==> config.mk <==
export PLATFORM = sky130hd
export DESIGN_NAME = byte_set_insert_remove_lookup
export DESIGN_NICKNAME = d
export VERILOG_FILES = /design/src/hdl/bset_pkg.sv /design/src/hdl/byte_set_insert_remove_lookup.sv /design/src/hdl/bset_ram.sv
export SDC_FILE = /design/constraint.sdc
export NUM_CORES = 1
export LEC_CHECK = 0
export BUFFER_PORTS_ARGS = -buffer_cell sky130_fd_sc_hd__buf_2
export CORE_MARGIN = 5
export CORE_UTILIZATION = 55
export DETAILED_ROUTE_END_ITERATION = 6
export PLACE_DENSITY = 0.71
export SLEW_MARGIN = 20
export SYNTH_ARGS = -nofsm -noshare
export SYNTH_HDL_FRONTEND = slang
export SYNTH_HIERARCHICAL = 1
export SYNTH_SLANG_ARGS = --single-unit
==> constraint.sdc <==
create_clock -name clk -period 4.4 [get_ports clk]
set_input_delay 0.66 -clock clk [delete_from_list [all_inputs] [get_ports clk]]
set_output_delay 0.66 -clock clk [all_outputs]
set_load 0.01 [all_outputs]
==> src/hdl/bset_pkg.sv <==
`default_nettype none

package bset_pkg;

    // Set capacity and derived widths
    localparam int CAPACITY = 128;
    localparam int ADDR_W   = (CAPACITY > 1) ? $clog2(CAPACITY) : 1;
    localparam int CNT_W    = $clog2(CAPACITY + 1);
    localparam int DATA_W   = 8;

    typedef logic [ADDR_W-1:0] addr_t;
    typedef logic [CNT_W-1:0]  cnt_t;
    typedef logic [DATA_W-1:0] data_t;

    localparam cnt_t CAP_CNT = cnt_t'(CAPACITY);

    // Request kinds
    localparam logic [1:0] KIND_INSERT = 2'd0;
    localparam logic [1:0] KIND_REMOVE = 2'd1;
    localparam logic [1:0] KIND_QUERY  = 2'd2;

    // Result status codes
    localparam logic [1:0] ST_DONE   = 2'd0;
    localparam logic [1:0] ST_DUP    = 2'd1;
    localparam logic [1:0] ST_FULL   = 2'd2;
    localparam logic [1:0] ST_ABSENT = 2'd3;

endpackage

`default_nettype wire

==> src/hdl/byte_set_insert_remove_lookup.sv <==
// Sequence: latch the request, search one entry a cycle through the single read port of
// the entry store (skipped for an empty set), decide, swap for a removal that hits, then
// wait in the done state until the output register is free. A new request is taken only
// after the previous result has moved into the output register.
// Reset: asynchronous, active low; clears the entry count, sequencer state and output valid.
// Entry store contents are not cleared; entries at or above the count are never used.
`default_nettype none

module byte_set_insert_remove_lookup (
    input  wire logic       clk,
    input  wire logic       rst_n,
    input  wire logic       in_valid,
    output logic            in_stall,
    input  wire logic [1:0] kind,
    input  wire logic [7:0] value,
    output logic            out_valid,
    input  wire logic       out_stall,
    output logic            was_member,
    output logic [1:0]      status,
    output logic [7:0]      count
);

    // Sequencer states
    localparam logic [2:0] S_IDLE   = 3'd0;
    localparam logic [2:0] S_SEARCH = 3'd1;
    localparam logic [2:0] S_DECIDE = 3'd2;
    localparam logic [2:0] S_SWAP   = 3'd3;
    localparam logic [2:0] S_DONE   = 3'd4;

    logic [2:0] state_reg, state_next;

    // Entry count and per-request control
    bset_pkg::cnt_t  count_reg, count_next;
    bset_pkg::addr_t idx_reg, idx_next;
    bset_pkg::addr_t pos_reg, pos_next;
    logic            found_reg, found_next;

    // Latched request payload
    logic [1:0]      kind_reg, kind_next;
    bset_pkg::data_t value_reg, value_next;

    // Result staged before the output register
    logic [1:0]      res_status_reg, res_status_next;
    bset_pkg::cnt_t  res_count_reg, res_count_next;

    // Output register
    logic            out_valid_reg, out_valid_next;
    logic            out_member_reg, out_member_next;
    logic [1:0]      out_status_reg, out_status_next;
    bset_pkg::cnt_t  out_count_reg, out_count_next;

    // Entry store port
    logic            ram_we;
    bset_pkg::addr_t ram_waddr;
    bset_pkg::data_t ram_wdata;
    bset_pkg::addr_t ram_raddr;
    bset_pkg::data_t ram_rdata;

    logic            accept;
    logic            out_free;
    bset_pkg::cnt_t  idx_inc;
    bset_pkg::addr_t last_addr;
    logic [bset_pkg::CNT_W+7:0] count_ext;

    bset_ram #(
        .WIDTH (bset_pkg::DATA_W),
        .DEPTH (bset_pkg::CAPACITY)
    ) u_entries (
        .clk   (clk),
        .we    (ram_we),
        .waddr (ram_waddr),
        .wdata (ram_wdata),
        .raddr (ram_raddr),
        .rdata (ram_rdata)
    );

    // Take a new request only between searches; the output register holds the
    // previous result meanwhile.
    assign in_stall = (state_reg != S_IDLE);
    assign accept   = in_valid && !in_stall;
    assign out_free = !out_valid_reg || !out_stall;

    assign idx_inc   = bset_pkg::cnt_t'(idx_reg) + bset_pkg::cnt_t'(1);
    assign last_addr = bset_pkg::addr_t'(count_reg - bset_pkg::cnt_t'(1));

    always_comb
    begin
        state_next      = state_reg;
        count_next      = count_reg;
        idx_next        = idx_reg;
        pos_next        = pos_reg;
        found_next      = found_reg;
        kind_next       = kind_reg;
        value_next      = value_reg;
        res_status_next = res_status_reg;
        res_count_next  = res_count_reg;
        out_member_next = out_member_reg;
        out_status_next = out_status_reg;
        out_count_next  = out_count_reg;
        out_valid_next  = out_valid_reg && out_stall;

        ram_we    = 1'b0;
        ram_waddr = bset_pkg::addr_t'(count_reg);
        ram_wdata = value_reg;
        ram_raddr = '0;

        case (state_reg)
            S_IDLE:
            begin
                // Read entry 0 ahead of the first compare
                ram_raddr = '0;
                if (accept)
                begin
                    kind_next  = kind;
                    value_next = value;
                    idx_next   = '0;
                    found_next = 1'b0;
                    if (count_reg == '0)
                    begin
                        state_next = S_DECIDE;
                    end
                    else
                    begin
                        state_next = S_SEARCH;
                    end
                end
            end

            S_SEARCH:
            begin
                // Compare one entry a cycle and prefetch the next
                ram_raddr = bset_pkg::addr_t'(idx_inc);
                if (ram_rdata == value_reg)
                begin
                    found_next = 1'b1;
                    pos_next   = idx_reg;
                    state_next = S_DECIDE;
                end
                else if (idx_inc == count_reg)
                begin
                    state_next = S_DECIDE;
                end
                else
                begin
                    idx_next = bset_pkg::addr_t'(idx_inc);
                end
            end

            S_DECIDE:
            begin
                // Fetch the last entry in case a removal needs it
                ram_raddr      = last_addr;
                state_next     = S_DONE;
                res_count_next = count_reg;
                case (kind_reg)
                    bset_pkg::KIND_INSERT:
                    begin
                        if (count_reg >= bset_pkg::CAP_CNT)
                        begin
                            res_status_next = bset_pkg::ST_FULL;
                        end
                        else if (found_reg)
                        begin
                            res_status_next = bset_pkg::ST_DUP;
                        end
                        else
                        begin
                            // Append at the end
                            ram_we          = 1'b1;
                            ram_waddr       = bset_pkg::addr_t'(count_reg);
                            ram_wdata       = value_reg;
                            count_next      = count_reg + bset_pkg::cnt_t'(1);
                            res_count_next  = count_next;
                            res_status_next = bset_pkg::ST_DONE;
                        end
                    end
                    bset_pkg::KIND_REMOVE:
                    begin
                        if (found_reg)
                        begin
                            count_next      = count_reg - bset_pkg::cnt_t'(1);
                            res_count_next  = count_next;
                            res_status_next = bset_pkg::ST_DONE;
                            state_next      = S_SWAP;
                        end
                        else
                        begin
                            res_status_next = bset_pkg::ST_ABSENT;
                        end
                    end
                    default:
                    begin
                        // Query, and the unused code behaves as one
                        res_status_next = found_reg ? bset_pkg::ST_DONE : bset_pkg::ST_ABSENT;
                    end
                endcase
            end

            S_SWAP:
            begin
                // Move the last entry into the freed slot
                ram_we     = 1'b1;
                ram_waddr  = pos_reg;
                ram_wdata  = ram_rdata;
                state_next = S_DONE;
            end

            S_DONE:
            begin
                // Hold here until the output register is free
                if (out_free)
                begin
                    out_valid_next  = 1'b1;
                    out_member_next = found_reg;
                    out_status_next = res_status_reg;
                    out_count_next  = res_count_reg;
                    state_next      = S_IDLE;
                end
            end

            default:
            begin
                state_next = S_IDLE;
            end
        endcase
    end

    always_ff @(posedge clk or negedge rst_n)
    begin
        if (!rst_n)
        begin
            state_reg     <= S_IDLE;
            count_reg     <= '0;
            out_valid_reg <= 1'b0;
        end
        else
        begin
            state_reg     <= state_next;
            count_reg     <= count_next;
            out_valid_reg <= out_valid_next;
        end
    end

    always_ff @(posedge clk)
    begin
        idx_reg        <= idx_next;
        pos_reg        <= pos_next;
        found_reg      <= found_next;
        kind_reg       <= kind_next;
        value_reg      <= value_next;
        res_status_reg <= res_status_next;
        res_count_reg  <= res_count_next;
        out_member_reg <= out_member_next;
        out_status_reg <= out_status_next;
        out_count_reg  <= out_count_next;
    end

    // Count shows the low eight bits
    assign count_ext  = {8'd0, out_count_reg};
    assign count      = count_ext[7:0];
    assign out_valid  = out_valid_reg;
    assign was_member = out_member_reg;
    assign status     = out_status_reg;

endmodule

`default_nettype wire

==> src/hdl/bset_ram.sv <==
`default_nettype none

module bset_ram #(
    parameter int WIDTH = 8,
    parameter int DEPTH = 128
) (
    input  wire logic                                   clk,
    input  wire logic                                   we,
    input  wire logic [((DEPTH > 1) ? $clog2(DEPTH) : 1)-1:0] waddr,
    input  wire logic [WIDTH-1:0]                       wdata,
    input  wire logic [((DEPTH > 1) ? $clog2(DEPTH) : 1)-1:0] raddr,
    output logic      [WIDTH-1:0]                       rdata
);

    logic [WIDTH-1:0] mem [DEPTH];

    always_ff @(posedge clk)
    begin
        if (we)
        begin
            mem[waddr] <= wdata;
        end
        rdata <= mem[raddr];
    end

endmodule

`default_nettype wire

# Yosys cells after proc, flatten, opt, wreduce, memory -nomap -nowiden
# Memory sizes are Yosys's and may differ from the RTL's. A register that Yosys moved wholly into a read port is not among the register bits.
# Index checks and enable logic that the tools add are counted.
# totals
reg_bits	58
ram_bits	1024
input_bits	14
output_inout_bits	13
memories	1
# classes
addsub	3
n_lt_le_gt_ge	1
n_eq_ne	13
mux	34
n_reduce_logical	17
# mem_list
name	depth	width	rd	rd_clocked_by_memory_dff	wr	line_no	rtl
u_entries.mem	128	8	1	1	1	bset_ram.sv:15	logic [WIDTH-1:0] mem [DEPTH];
# op_table
cell	count
two-way mux 8 bit	4
two-way mux 7 bit	4
one-hot mux 7 bit (2 select lines)	2
two-way mux 3 bit	6
equality test 8 bit	2
one-hot mux 8 bit (2 select lines)	1
one-hot mux 3 bit (5 select lines)	1
two-way mux 1 bit	10
inequality test 2 bit (second input constant)	5
adder 7 x 1 -> 8 bit (second input constant)	1
adder 8 x 1 -> 8 bit (second input constant)	1
greater-or-equal comparator 8 bit (second input constant)	1
zero test 8 bit	1
two-way mux 2 bit	4
subtractor 8 x 1 -> 8 bit (second input constant)	1
equality test 3 x 2 -> 1 bit (second input constant)	2
AND reduction 2 bit	3
AND reduction 3 bit	2
one-hot mux 1 bit (2 select lines)	2
AND reduction 4 bit	1
equality test 3 x 1 -> 1 bit (second input constant)	1
equality test 3 bit (second input constant)	1
zero test 1 bit	3
zero test 3 bit	1
other kinds (7)	8

# Logic depth before layout (Yosys ltp)
# Gate-level depths: netlist of run 1.
# logic_depth
depth_word	6
mapped_depth	12
ltp_nobuf	8

# Hierarchy
# The synthesis of run 1 kept the hierarchy.
# by_module_without_submodules
mod	n_inst	cells_per_inst	area_per_inst_um2
bset_ram	1	1635	39665.5
byte_set_insert_remove_lookup	1	257	3036.7

# Worst setup path before layout of run 1
# No wires, ideal clock.
# synth_timing
path_type	reg2reg
startpoint	reg state_reg[2]
endpoint	reg u_entries.rdata[0], read port of u_entries.mem
setup_time_ns	0.121
arrival_ns	3.674
setup_slack_ns	0.606
stages_incl_launch_ff	12
path_buffers	4
period_less_slack_ns	3.794
cell_sequence	dfrtp_1 clkbuf_1 nand2b_1 or2_2 buf_2 o22ai_1 clkbuf_1 buf_1 mux4_2 mux4_2 mux4_2 mux2_2
# synth_between
elab_chain_cells	2
word_cells_on_any_way	3
# synth_lines
element	line_no	rtl
start, declared	byte_set_insert_remove_lookup.sv:30	logic [2:0] state_reg, state_next;
start signal, assigned	byte_set_insert_remove_lookup.sv:238	state_reg <= state_next;
equality test 3 x 2 -> 1 bit / equality test 3 x 1 -> 1 bit (equally long branches)	byte_set_insert_remove_lookup.sv:107	case (state_reg)
one-hot mux 7 bit (2 select lines) (*)	byte_set_insert_remove_lookup.sv:107	
net ram_raddr[0]	byte_set_insert_remove_lookup.sv:56	bset_pkg::addr_t ram_raddr;
end, declared	bset_ram.sv:12	output logic [WIDTH-1:0] rdata
# Mark *: on every way through the listed nets, which the timed path passes. The rest lies on a longest branch.
# A chain may end at the register's enable or synchronous reset.

# Worst setup path after layout of run 1
# layout_timing
startpoint	reg state_reg[2]
endpoint	reg u_entries.rdata[3], read port of u_entries.mem
# The elaborated chain is that of the path after synthesis.

==> results by group, run 1 <==
Layout
  • N_diodes: 0
  • Layout fillers: 5,072
  • Final #Nets: 2,065
  • Share of layout cells above drive strength 1: 32.21%
  • Area grow syn2layout: 13.55%
  • Utilization after layout: 62.80%
  • Max reg flops: 1,024

Clock network
  • Htree depth: 3
  • Sink Count: 1,090
  • TritonCTS Buffers: 108
  • CTS tree: yes
  • Clock root buffer: clkbuf_16
  • Postcts setup bufs: 0
  • Clock transition at path regs: 0.06 ns
  • CTS Buffer Depth: 3
  • Clock Latency Late Sink: 0.67 ns

Routing
  • WL per Instance: 30.71 um
  • Routed wire length: 97,520 um
  • DR vias: 20,373
  • Via density: 6.415
  • Drc violations: 0
  • Final ANT Viol Nets: 0
  • First-pass DRT Iterations: 5
  • Initial drt markers: 2,762

Placed design
  • Count of buffers from port buffering: 26
  • Dpl hpwl: 60,090 um
  • RD Place Congestion: 0.8352

Logic synthesis
  • Post-Syn Area: 42,700 um^2
  • Cell variety after synth: 42
  • Top-count cell post-synth: edfxtp_1
  • Post-synth ARST share: 1.101%
  • Ys flop type: edfxtp_1
  • Yosys top cell by area: edfxtp_1
  • Synthesized instance count: 1,892
  • Syn_nets: 1,910
  • Synth Warn #: 6
  • Post-synth EDFFs: 1,070
  • Seq/Total Area, Yosys: 76.32%
  • Area share of the largest cell type after synthesis: 75.24%
  • FF+latch count, synth: 1,090
  • Most instantiated cells after synthesis: edfxtp_1, mux4_2, nor2_1
  • Syn avg cell area: 22.57 um^2
  • Ranking of synthesized cells by area: edfxtp_1, mux4_2, nor2_1, dfrtp_1, mux2_2

STA
  • Worst slew margin: 28.55%
  • Final-report hold violation count: 0
  • Period utilization: 93.06%
  • Maximum clock rate: 0.2442 GHz
  • RSZ-0062 raised after global routing: false
  • Setup tns final: 0 ns
  • # setup viols final: 0
  • Worst clock skew: 0.02549 ns
  • Hold slack: 0.1688 ns
  • Fin crit period: 4.095 ns
  • Fin. max-slew vios: 0
  • Worst Max-Slew Pin Slew: 1.072 ns

Pwr
  • Internal cell power: 23,390 uW
  • Switching Fraction: 31.08%
  • Tot Pwr: 33,940 uW
  • Sequential Power Share: 38.2%
  • Pwr/cell area: 699.9 nW/um^2
  • Leakage power: 0.01489 uW
  • Comb power frac: 34.7%
  • Peak supply drop: 0.4714 mV
  • Psw: 10,550 uW
  • Clock network fraction of total power: 27.2%

Critical path
  • Crit Path Category: register to register
  • Crit-path cells: nand2b_1 -> or2_2 -> buf_4 -> o22ai_4 -> buf_12 -> buf_4 -> mux4_2 -> mux4_2 -> mux4_2 -> mux2_2
  • CP Max Fanout: 26
  • CP peak stage delay: 0.60 ns
  • Req. time, crit path: 4.95 ns
  • CP startpoint kind: register
  • CP max-delay cell: mux4_2
  • Most used cell, CP: mux4_2
  • Critical path capture point type: register
  • Worst Path Arrival: 4.65 ns

Die
  • IO Count: 27
  • Core Area: 77,210 um^2
  • Starting Density: 55.31%
  • Die Span Y: 288.6 um
  • Die Span X: 288.6 um
  • Row Count: 102
  • DIE AREA: 83,310 um^2

Run
  • Max Cap Violations: 0

Worst hold path
  • Worst min-delay path class: input pin to register

Global route
  • Initial antenna violation count: 2
  • GR Overflow Total: 0
  • Largest net degree at the start of global routing: 102
  • Vias in the first global route: 20,425
  • Global-route wire length before repair: 143,200 um
  • Total GRT Usage: 23.78%

Run status
  • Status: completed
-- cells in the final DEF (no fill, tap or decap), types with 5 or more instances in the layout --
master     count
clkbuf_16    111
mux4_2       336
inv_1          7
dfrtp_1       12
mux2_2        17
clkinv_2      24
o21ai_0        8
dfxtp_1        8
nand2b_1       5
nand4_1       11
nor2b_1        8
mux2_4         6
bufinv_16     13
nand3_1       18
nor2_1       146
clkbuf_1      24
xnor2_1       25
nand2_1       29
nor3_1        19
buf_12        16
buf_4        108
edfxtp_1    1070
xor2_1        11
a21oi_1        6
clkinv_1      16
buf_2         26
-- final timing paths --
| path | slack (ns) | cells past startpoint | startpoint | endpoint |
|---|---|---|---|---|
| max | 0.31 | 10 | state_reg[2]$_DFFE_PN0P_ | u_entries/rdata[3]$_DFF_P_ |
| min | 0.17 | 1 | kind[0] | kind_reg[0]$_DFFE_PP_ |
| max reg2reg | 0.31 | 10 | state_reg[2]$_DFFE_PN0P_ | u_entries/rdata[3]$_DFF_P_ |
| min reg2reg | 0.43 | 0 | res_count_reg[5]$_DFFE_PN_ | count[5]$_DFFE_PP_ |
| max in group asynchronous | 3.73 | 2 | rst_n | count_reg[2]$_DFFE_PN0N_ |
| min in group asynchronous | 0.43 | 2 | rst_n | count_reg[1]$_DFFE_PN0N_ |
-- area by class of cell --
cell class                 count  area [um^2]  share of cell area (%)
clock buffer                 139         2923                   6.028
clock inverter                60        653.1                   1.347
inverter                       7        26.28                 0.05419
multi-input combinational    689         9721                   20.05
sequential                  1090        32590                   67.22
tap                         1040         1301                   2.684
timing repair buffer         151         1271                   2.622
-- logic make-up after synthesis --
| kind of cell | synth area share [%] |
|---|---|
| XOR/XNOR | 0.7765 |
| multiplexers | 18.41 |
| buffers and inverters | 1.216 |
| adder cells (fa/ha/maj) | 0.1172 |
| AND/OR/NAND/NOR | 2.625 |
| AO/OA/AOI/OAI | 0.5362 |
| flip-flops | 76.32 |
-- power by group through the flow --
| stage | Clock, uW | Combinational, uW | Sequential, uW |
|---|---|---|---|
| floorplan | 0 | 7850 | 13000 |
| global placement | 0 | 11600 | 13200 |
| detailed placement | 0 | 11800 | 13200 |
| global route | 9830 | 12400 | 13000 |
| CTS | 9370 | 11800 | 12900 |
| finish | 9220 | 11800 | 12900 |
-- timing repair --
action	in CTS	in global routing
hold buffers	1	0
gates resized for setup	0	0
hold endpoints to repair	12	0
-- per-stage QoR --
step / cells / worst slack (ns) / area, um^2
final: 3176 / 0.3053 / 48490
after detailed placement: 2976 / 0.3846 / 44870
after floorplan: 1892 / 0.6057 / 42700
after global routing: 3176 / 0.1996 / 48490
after global placement: 2976 / 0.4012 / 44870
after CTS: 3176 / 0.3225 / 48460
-- layer usage --
layer  vias to the layer above  global-route usage (%)  wire length, um
met2                      1063                   37.51            47130
met3                       141                   5.138             9141
met4                         0                   5.413             2424
met1                     10902                   35.14            38830
li1                       8267                       -                -
met5                         -                       0                0
-- critical path: cells and delay by family, from the launching register on --
kind / cells / cell delay [ns]
AOI/OAI and AO/OA: 1 / 0.16
buffers and inverters: 3 / 0.85
DFF: 1 / 0.47
muxes: 4 / 1.88
and+or+nand+nor: 2 / 0.57
Note: power is estimated with default switching activity, not from simulation.
==> inputs of run 2 (changes only) <==
==> constraint.sdc (replaced) <==
create_clock -name clk -period 4.06 [get_ports clk]
set_input_delay 0.609 -clock clk [delete_from_list [all_inputs] [get_ports clk]]
set_output_delay 0.609 -clock clk [all_outputs]
set_load 0.01 [all_outputs]
==> results by group, run 2 (same netlist as run 1, synthesis figures left out) <==
Clock network
  • Sink Count: 1,090 (unchanged)
  • Clock transition at path regs: 0.06 ns (about the same)
  • CTS tree: yes
  • Cts repair resizes: 0 (unchanged)
  • TritonCTS Buffers: 106 (-1.9%)
  • Clock Latency Late Sink: 0.66 ns (about the same)
  • Htree depth: 3 (unchanged)
  • Clock root buffer: clkbuf_16
  • CTS Buffer Depth: 3 (unchanged)

Die
  • Die Span Y: 288.6 um (unchanged)
  • Starting Density: 55.31% (unchanged)
  • DIE AREA: 83,310 um^2 (unchanged)
  • IO Count: 27 (unchanged)
  • Die Span X: 288.6 um (unchanged)
  • Row Count: 102 (unchanged)
  • Core Area: 77,210 um^2 (unchanged)

Layout
  • Final #Nets: 2,105 (+1.9%)
  • Most common cell after layout, fill and taps aside: edfxtp_1
  • Footprint of the multi-input gates: 9694 um^2 (-0.27%)
  • Max reg flops: 1,024 (unchanged)
  • Post-layout instance area: 48,750 um^2 (+0.54%)
  • Share of layout cells above drive strength 1: 33.27% (+1.1 points)
  • Layout fillers: 4,975 (-1.9%)
  • Most frequent cells in the layout: edfxtp_1, mux4_2, nor2_1, buf_4, clkbuf_16
  • Seq. cell area: 32,590 um^2 (unchanged)
  • Area grow syn2layout: 14.16%

Placed design
  • Pre-CTS WS: 0.1507 ns (-0.2339 ns)
  • Count of buffers from port buffering: 26 (unchanged)
  • RD Place Congestion: 0.8384 (+0.38%)
  • Post-DP Area: 45,320 um^2 (+1.0%)
  • Dpl hpwl: 59,270 um (-1.4%)

STA
  • Worst clock skew: 0.02991 ns (+0.004421 ns)
  • PnR worst setup slack: 0.1450 ns (-0.1603 ns)
  • Setup tns final: 0 ns (unchanged)
  • Worst Max-Slew Pin Slew: 1.062 ns (-0.009611 ns)
  • Maximum clock rate: 0.2554 GHz (+4.6%)
  • Worst slew margin: 29.19% (+0.64 points)
  • RSZ-0062 raised after global routing: false
  • Fin crit period: 3.915 ns (-0.1797 ns)
  • Fin. max-slew vios: 0 (unchanged)
  • # setup viols final: 0 (unchanged)
  • Period utilization: 96.43% (+3.4 points)
  • Final-report hold violation count: 0 (unchanged)

Run
  • Max Cap Violations: 0 (unchanged)

Routing
  • Initial drt markers: 2,436 (-12%)
  • Via density: 6.321 (-1.5%)
  • First-pass DRT Iterations: 7 (+2)
  • Final ANT Viol Nets: 0 (unchanged)
  • DR vias: 20,317 (-0.27%)
  • Drc violations: 0 (unchanged)
  • Routed wire length: 95,120 um (-2.5%)
  • WL per Instance: 29.59 um (-3.6%)

Pwr
  • Internal cell power: 25,260 uW (+8.0%)
  • Sequential Power Share: 38.2% (about the same)
  • Leakage power: 0.01506 uW (+1.1%)
  • Peak supply drop: 0.4326 mV (-8.2%)
  • Clock network fraction of total power: 26.2% (-1.0 points)
  • Pwr/cell area: 752.0 nW/um^2 (+7.4%)
  • Switching Fraction: 31.10% (about the same)
  • Tot Pwr: 36,660 uW (+8.0%)
  • Psw: 11,400 uW (+8.1%)
  • Comb power frac: 35.6% (+0.9 points)

Critical path
  • Critical path capture point type: register
  • Crit Path Category: register to register
  • R2R Setup Slk: 0.14 ns (-0.16 ns)
  • Req. time, crit path: 4.60 ns (-0.35 ns)
  • CP Max Fanout: 13 (-50%)
  • CP startpoint kind: register
  • Worst Path Arrival: 4.46 ns (-0.19 ns)

Global route
  • Total GRT Usage: 23.37% (-0.41 points)
  • GR Overflow Total: 0 (unchanged)
  • Initial antenna violation count: 6 (+4)
  • Vias in the first global route: 20,456 (+0.15%)
  • Global-route wire length before repair: 141,500 um (-1.2%)
  • Largest net degree at the start of global routing: 76 (-25%)

Worst hold path
  • Worst min-delay path class: input pin to register

Run status
  • Status: completed
-- run 2: stage by stage --
| step | utilization, % | hold WS, ns | instances |
|---|---|---|---|
| 2_1_floorplan | - | 0.3134 | 1892 |
| 3_3_place_gp | 58.70 | 0.4115 | 3018 |
| 3_5_place_dp | 58.70 | 0.4111 | 3018 |
| 4_1_cts | 63.12 | 0.1077 | 3213 |
| 5_1_grt | 63.13 | 0.1271 | 3213 |
| 6_report | 63.13 | 0.1373 | 3214 |
-- run 2: power by group through the flow --
| stage | logic (uW) | registers, uW | clock network [uW] |
|---|---|---|---|
| floorplan | 8510 | 14100 | 0 |
| global placement | 12800 | 14200 | 0 |
| detailed placement | 13000 | 14200 | 0 |
| CTS | 13100 | 14000 | 9760 |
| global route | 13800 | 14000 | 10300 |
| finish | 13000 | 14000 | 9610 |
-- run 2: layout make-up --
type / count / area share [%]
Sequential cell: 1090 / 66.86
Multi-Input combinational cell: 689 / 19.89
Clock buffer: 126 / 5.726
Timing Repair Buffer: 193 / 3.537
Tap cell: 1040 / 2.669
Clock inverter: 68 / 1.263
Inverter: 7 / 0.05390
Antenna cell: 1 / 0.005133
-- run 2: final timing paths --
path                                             from                          to  cells after the start
min in group asynchronous                       rst_n    state_reg[2]$_DFFE_PN0P_                      2
hold / removal                               value[4]      value_reg[4]$_DFFE_PP_                      1
setup / recovery             state_reg[2]$_DFFE_PN0P_  u_entries/rdata[6]$_DFF_P_                     10
setup reg to reg             state_reg[2]$_DFFE_PN0P_  u_entries/rdata[6]$_DFF_P_                     10
hold reg to reg            res_count_reg[7]$_DFFE_PN_          count[7]$_DFFE_PP_                      0
max in group asynchronous                       rst_n    count_reg[0]$_DFFE_PN0N_                      2
-- run 2: routing by layer --
layer	routed length (um)	track usage, %	part of all wire [%]
met4	2126	5.653	2.2
met1	37920	35.02	40
met2	45560	36.39	48
met3	9498	4.783	10
met5	8	0	0.0084
-- run 2: timing repair --
action / in CTS / in global routing
setup buffers: 0 / 0
endpoints found under the setup margin: 0 / 0
endpoints found under the hold margin: 12 / 0
hold buffers: 1 / 0
-- run 2: critical path: stages, from the launching register on --
cell      delay (ns)
dfrtp_1         0.47
nand2b_1        0.22
or2_2           0.33
o22ai_4         0.22
buf_12          0.24
buf_12          0.19
buf_4           0.21
mux4_2          0.53
mux4_2          0.53
mux4_2          0.55
mux2_2          0.28
==> inputs of run 3 (changes only) <==
--- a/config.mk
+++ b/config.mk
@@ -5,11 +5,12 @@
 export SDC_FILE = /design/constraint.sdc
 export NUM_CORES = 1
 export LEC_CHECK = 0
-export BUFFER_PORTS_ARGS = -buffer_cell sky130_fd_sc_hd__buf_2
+export CAP_MARGIN = 20
 export CORE_MARGIN = 5
 export CORE_UTILIZATION = 55
 export DETAILED_ROUTE_END_ITERATION = 6
-export PLACE_DENSITY = 0.71
+export DONT_BUFFER_PORTS = 1
+export PLACE_DENSITY = 0.7
 export SLEW_MARGIN = 20
 export SYNTH_ARGS = -nofsm -noshare
 export SYNTH_HDL_FRONTEND = slang
==> results by group, run 3 (same netlist as run 1, synthesis figures left out) <==
Die
  • Row Count: 102 (unchanged)
  • Starting Density: 55.31% (unchanged)
  • Die Span Y: 288.6 um (unchanged)
  • DIE AREA: 83,310 um^2 (unchanged)
  • Die Span X: 288.6 um (unchanged)
  • Core Area: 77,210 um^2 (unchanged)
  • IO Count: 27 (unchanged)

Global route
  • Largest net degree at the start of global routing: 100 (+32%)
  • Met3 usage: 4.412% (-0.37 points)
  • Total GRT Usage: 23.34% (-0.032 points)
  • Routing usage on met2: 37.83% (+1.4 points)
  • Met1 Resource Use GR: 33.09% (-1.9 points)
  • GRT Max-Usage Layer: met2
  • Global-route wire length before repair: 141,900 um (+0.33%)
  • Vias in the first global route: 20,723 (+1.3%)
  • Initial antenna violation count: 2 (-4)
  • GR Overflow Total: 0 (unchanged)

STA
  • Fin. max-slew vios: 0 (unchanged)
  • RSZ-0062 raised after global routing: false
  • Maximum clock rate: 0.2528 GHz (-1.0%)
  • Final-report hold violation count: 0 (unchanged)
  • Worst Max-Slew Pin Slew: 1.145 ns (+0.08237 ns)
  • # setup viols final: 0 (unchanged)
  • PnR worst setup slack: 0.1041 ns (-0.04092 ns)
  • Fin crit period: 3.956 ns (+0.04092 ns)
  • Setup tns final: 0 ns (unchanged)
  • Worst slew margin: 23.70% (-5.5 points)
  • Worst clock skew: 0.02468 ns (-0.005236 ns)
  • Period utilization: 97.44% (+1.0 points)
  • Hold slack: 0.03511 ns (-0.1022 ns)

Clock network
  • CTS tree: yes
  • Htree depth: 3 (unchanged)
  • Clock transition at path regs: 0.06 ns (about the same)
  • CTS Buffer Depth: 3 (unchanged)
  • TritonCTS Buffers: 106 (unchanged)
  • Sink Count: 1,090 (unchanged)
  • Clock Latency Late Sink: 0.67 ns (about the same)
  • Clock root buffer: clkbuf_16

Routing
  • Via density: 6.288 (-0.53%)
  • DR vias: 20,347 (+0.15%)
  • Routed wire length: 95,300 um (+0.19%)
  • WL per Instance: 29.45 um (-0.49%)
  • Initial drt markers: 2,333 (-4.2%)
  • Drc violations: 0 (unchanged)
  • Final ANT Viol Nets: 0 (unchanged)
  • First-pass DRT Iterations: 5 (-2)

Layout
  • Area grow syn2layout: 14.62%
  • Most common cell after layout, fill and taps aside: edfxtp_1
  • Share of layout cells above drive strength 1: 34.14% (+0.87 points)
  • Most frequent cells in the layout: edfxtp_1, mux4_2, buf_4, nor2_1, clkbuf_16
  • Utilization after layout: 63.39% (+0.25 points)
  • Max reg flops: 1,024 (unchanged)
  • Post-layout instance area: 48,940 um^2 (+0.40%)
  • Final #Nets: 2,126 (+1.0%)

Critical path
  • Req. time, crit path: 4.62 ns (+0.02 ns)
  • Critical Path Source: state_reg[2]$_DFFE_PN0P_
  • CP Max Fanout: 57 (+44)
  • Crit Path Category: register to register
  • Reg2reg path depth: 10 (unchanged)
  • Reg-to-reg critical path startpoint: state_reg[2]$_DFFE_PN0P_
  • RR Endpoint: u_entries/rdata[7]$_DFF_P_
  • Worst Path Arrival: 4.52 ns (+0.06 ns)
  • R2R Setup Slk: 0.10 ns (-0.04 ns)
  • CP startpoint kind: register
  • Critical path capture point type: register

Placed design
  • Pre-CTS WS: 0.09933 ns (-0.05137 ns)
  • Post-DP Area: 45,460 um^2 (+0.31%)
  • Count of buffers from port buffering: 0 (-100%)
  • Dpl hpwl: 59,110 um (-0.26%)
  • RD Place Congestion: 0.8325 (-0.70%)

Pwr
  • Peak supply drop: 0.5157 mV (+19%)
  • Leakage power: 0.01520 uW (+0.92%)
  • Pwr/cell area: 747.8 nW/um^2 (-0.56%)

Worst hold path
  • Worst min-delay path class: input pin to register
  • Hold path cells: 0 (-1)
  • Hold_sp: value[1]
  • Endpoint, Worst Hold: value_reg[1]$_DFFE_PP_

Run status
  • Status: completed

Run
  • Max Cap Violations: 0 (unchanged)
==> run 3: cell count changes in the layout (fill, tap and decap cells not counted), moves of 2 or more <==
cell / previous run / this run
clkbuf_8: 0 / 4
inv_6: 3 / 6
buf_2: 26 / 0
clkinv_2: 23 / 25
clkinv_1: 24 / 18
bufinv_16: 11 / 9
buf_4: 139 / 185
clkbuf_16: 109 / 107
==> run 3: critical path, stage by stage (launching register included) <==
cell and delay (ns):
dfrtp_1 0.47, nand2b_1 0.22, or2_2 0.34, buf_4 0.22
o22ai_4 0.14, buf_12 0.22, buf_12 0.30, mux4_2 0.39
mux4_2 0.52, mux4_2 0.60, mux2_2 0.31
==> run 3: how the worst max path moves through the flow <==
stage                                             to  slack (ns)  cells after the start
after floorplan           u_entries/rdata[0]$_DFF_P_        0.27                     11
after global placement    u_entries/rdata[7]$_DFF_P_        0.08                     10
after detailed placement  u_entries/rdata[7]$_DFF_P_         0.1                     10
after CTS                 u_entries/rdata[7]$_DFF_P_        0.06                     10
after global routing      u_entries/rdata[4]$_DFF_P_        0.02                      9
final                     u_entries/rdata[7]$_DFF_P_        0.10                     10
==> run 3: final cells by class <==
| class | instances | area, um^2 |
|---|---|---|
| Multi-Input combinational cell | 689 | 9707 |
| Antenna cell | 2 | 5.005 |
| Tap cell | 1040 | 1301 |
| Clock inverter | 65 | 576.8 |
| Sequential cell | 1090 | 32590 |
| Fill cell | 4970 | 28270 |
| Timing Repair Buffer | 214 | 1936 |
| Clock buffer | 129 | 2800 |
| Inverter | 7 | 26.28 |
==> run 3: where the power goes <==
group	internal (uW)	leakage, uW	switching (uW)
logic	6060	0.00369	6980
registers	13700	0.00985	338
clock network	5470	0.00166	4080
total	25200	0.0152	11400
==> run 3: through the flow <==
step                      std cells  power [uW]
after floorplan                1892       22580
after global placement         3029       26980
after detailed placement       3029       27190
after CTS                      3224       36750
after global routing           3234       37980
final                          3236       36600
==> run 3: what timing repair did <==
| action | in CTS | in global routing |
|---|---|---|
| hold buffers | 1 | 0 |
| hold endpoints to repair | 12 | 0 |
| resized for setup | 0 | 1 |
| endpoints found under the setup margin | 0 | 5 |
| buffers inserted | 0 | 9 |
==> run 3: layer usage <==
metal	wire, um	up-vias
met4	2529	0
met1	37190	10913
met2	47820	905
li1	-	8393
met5	0	-
met3	7757	136
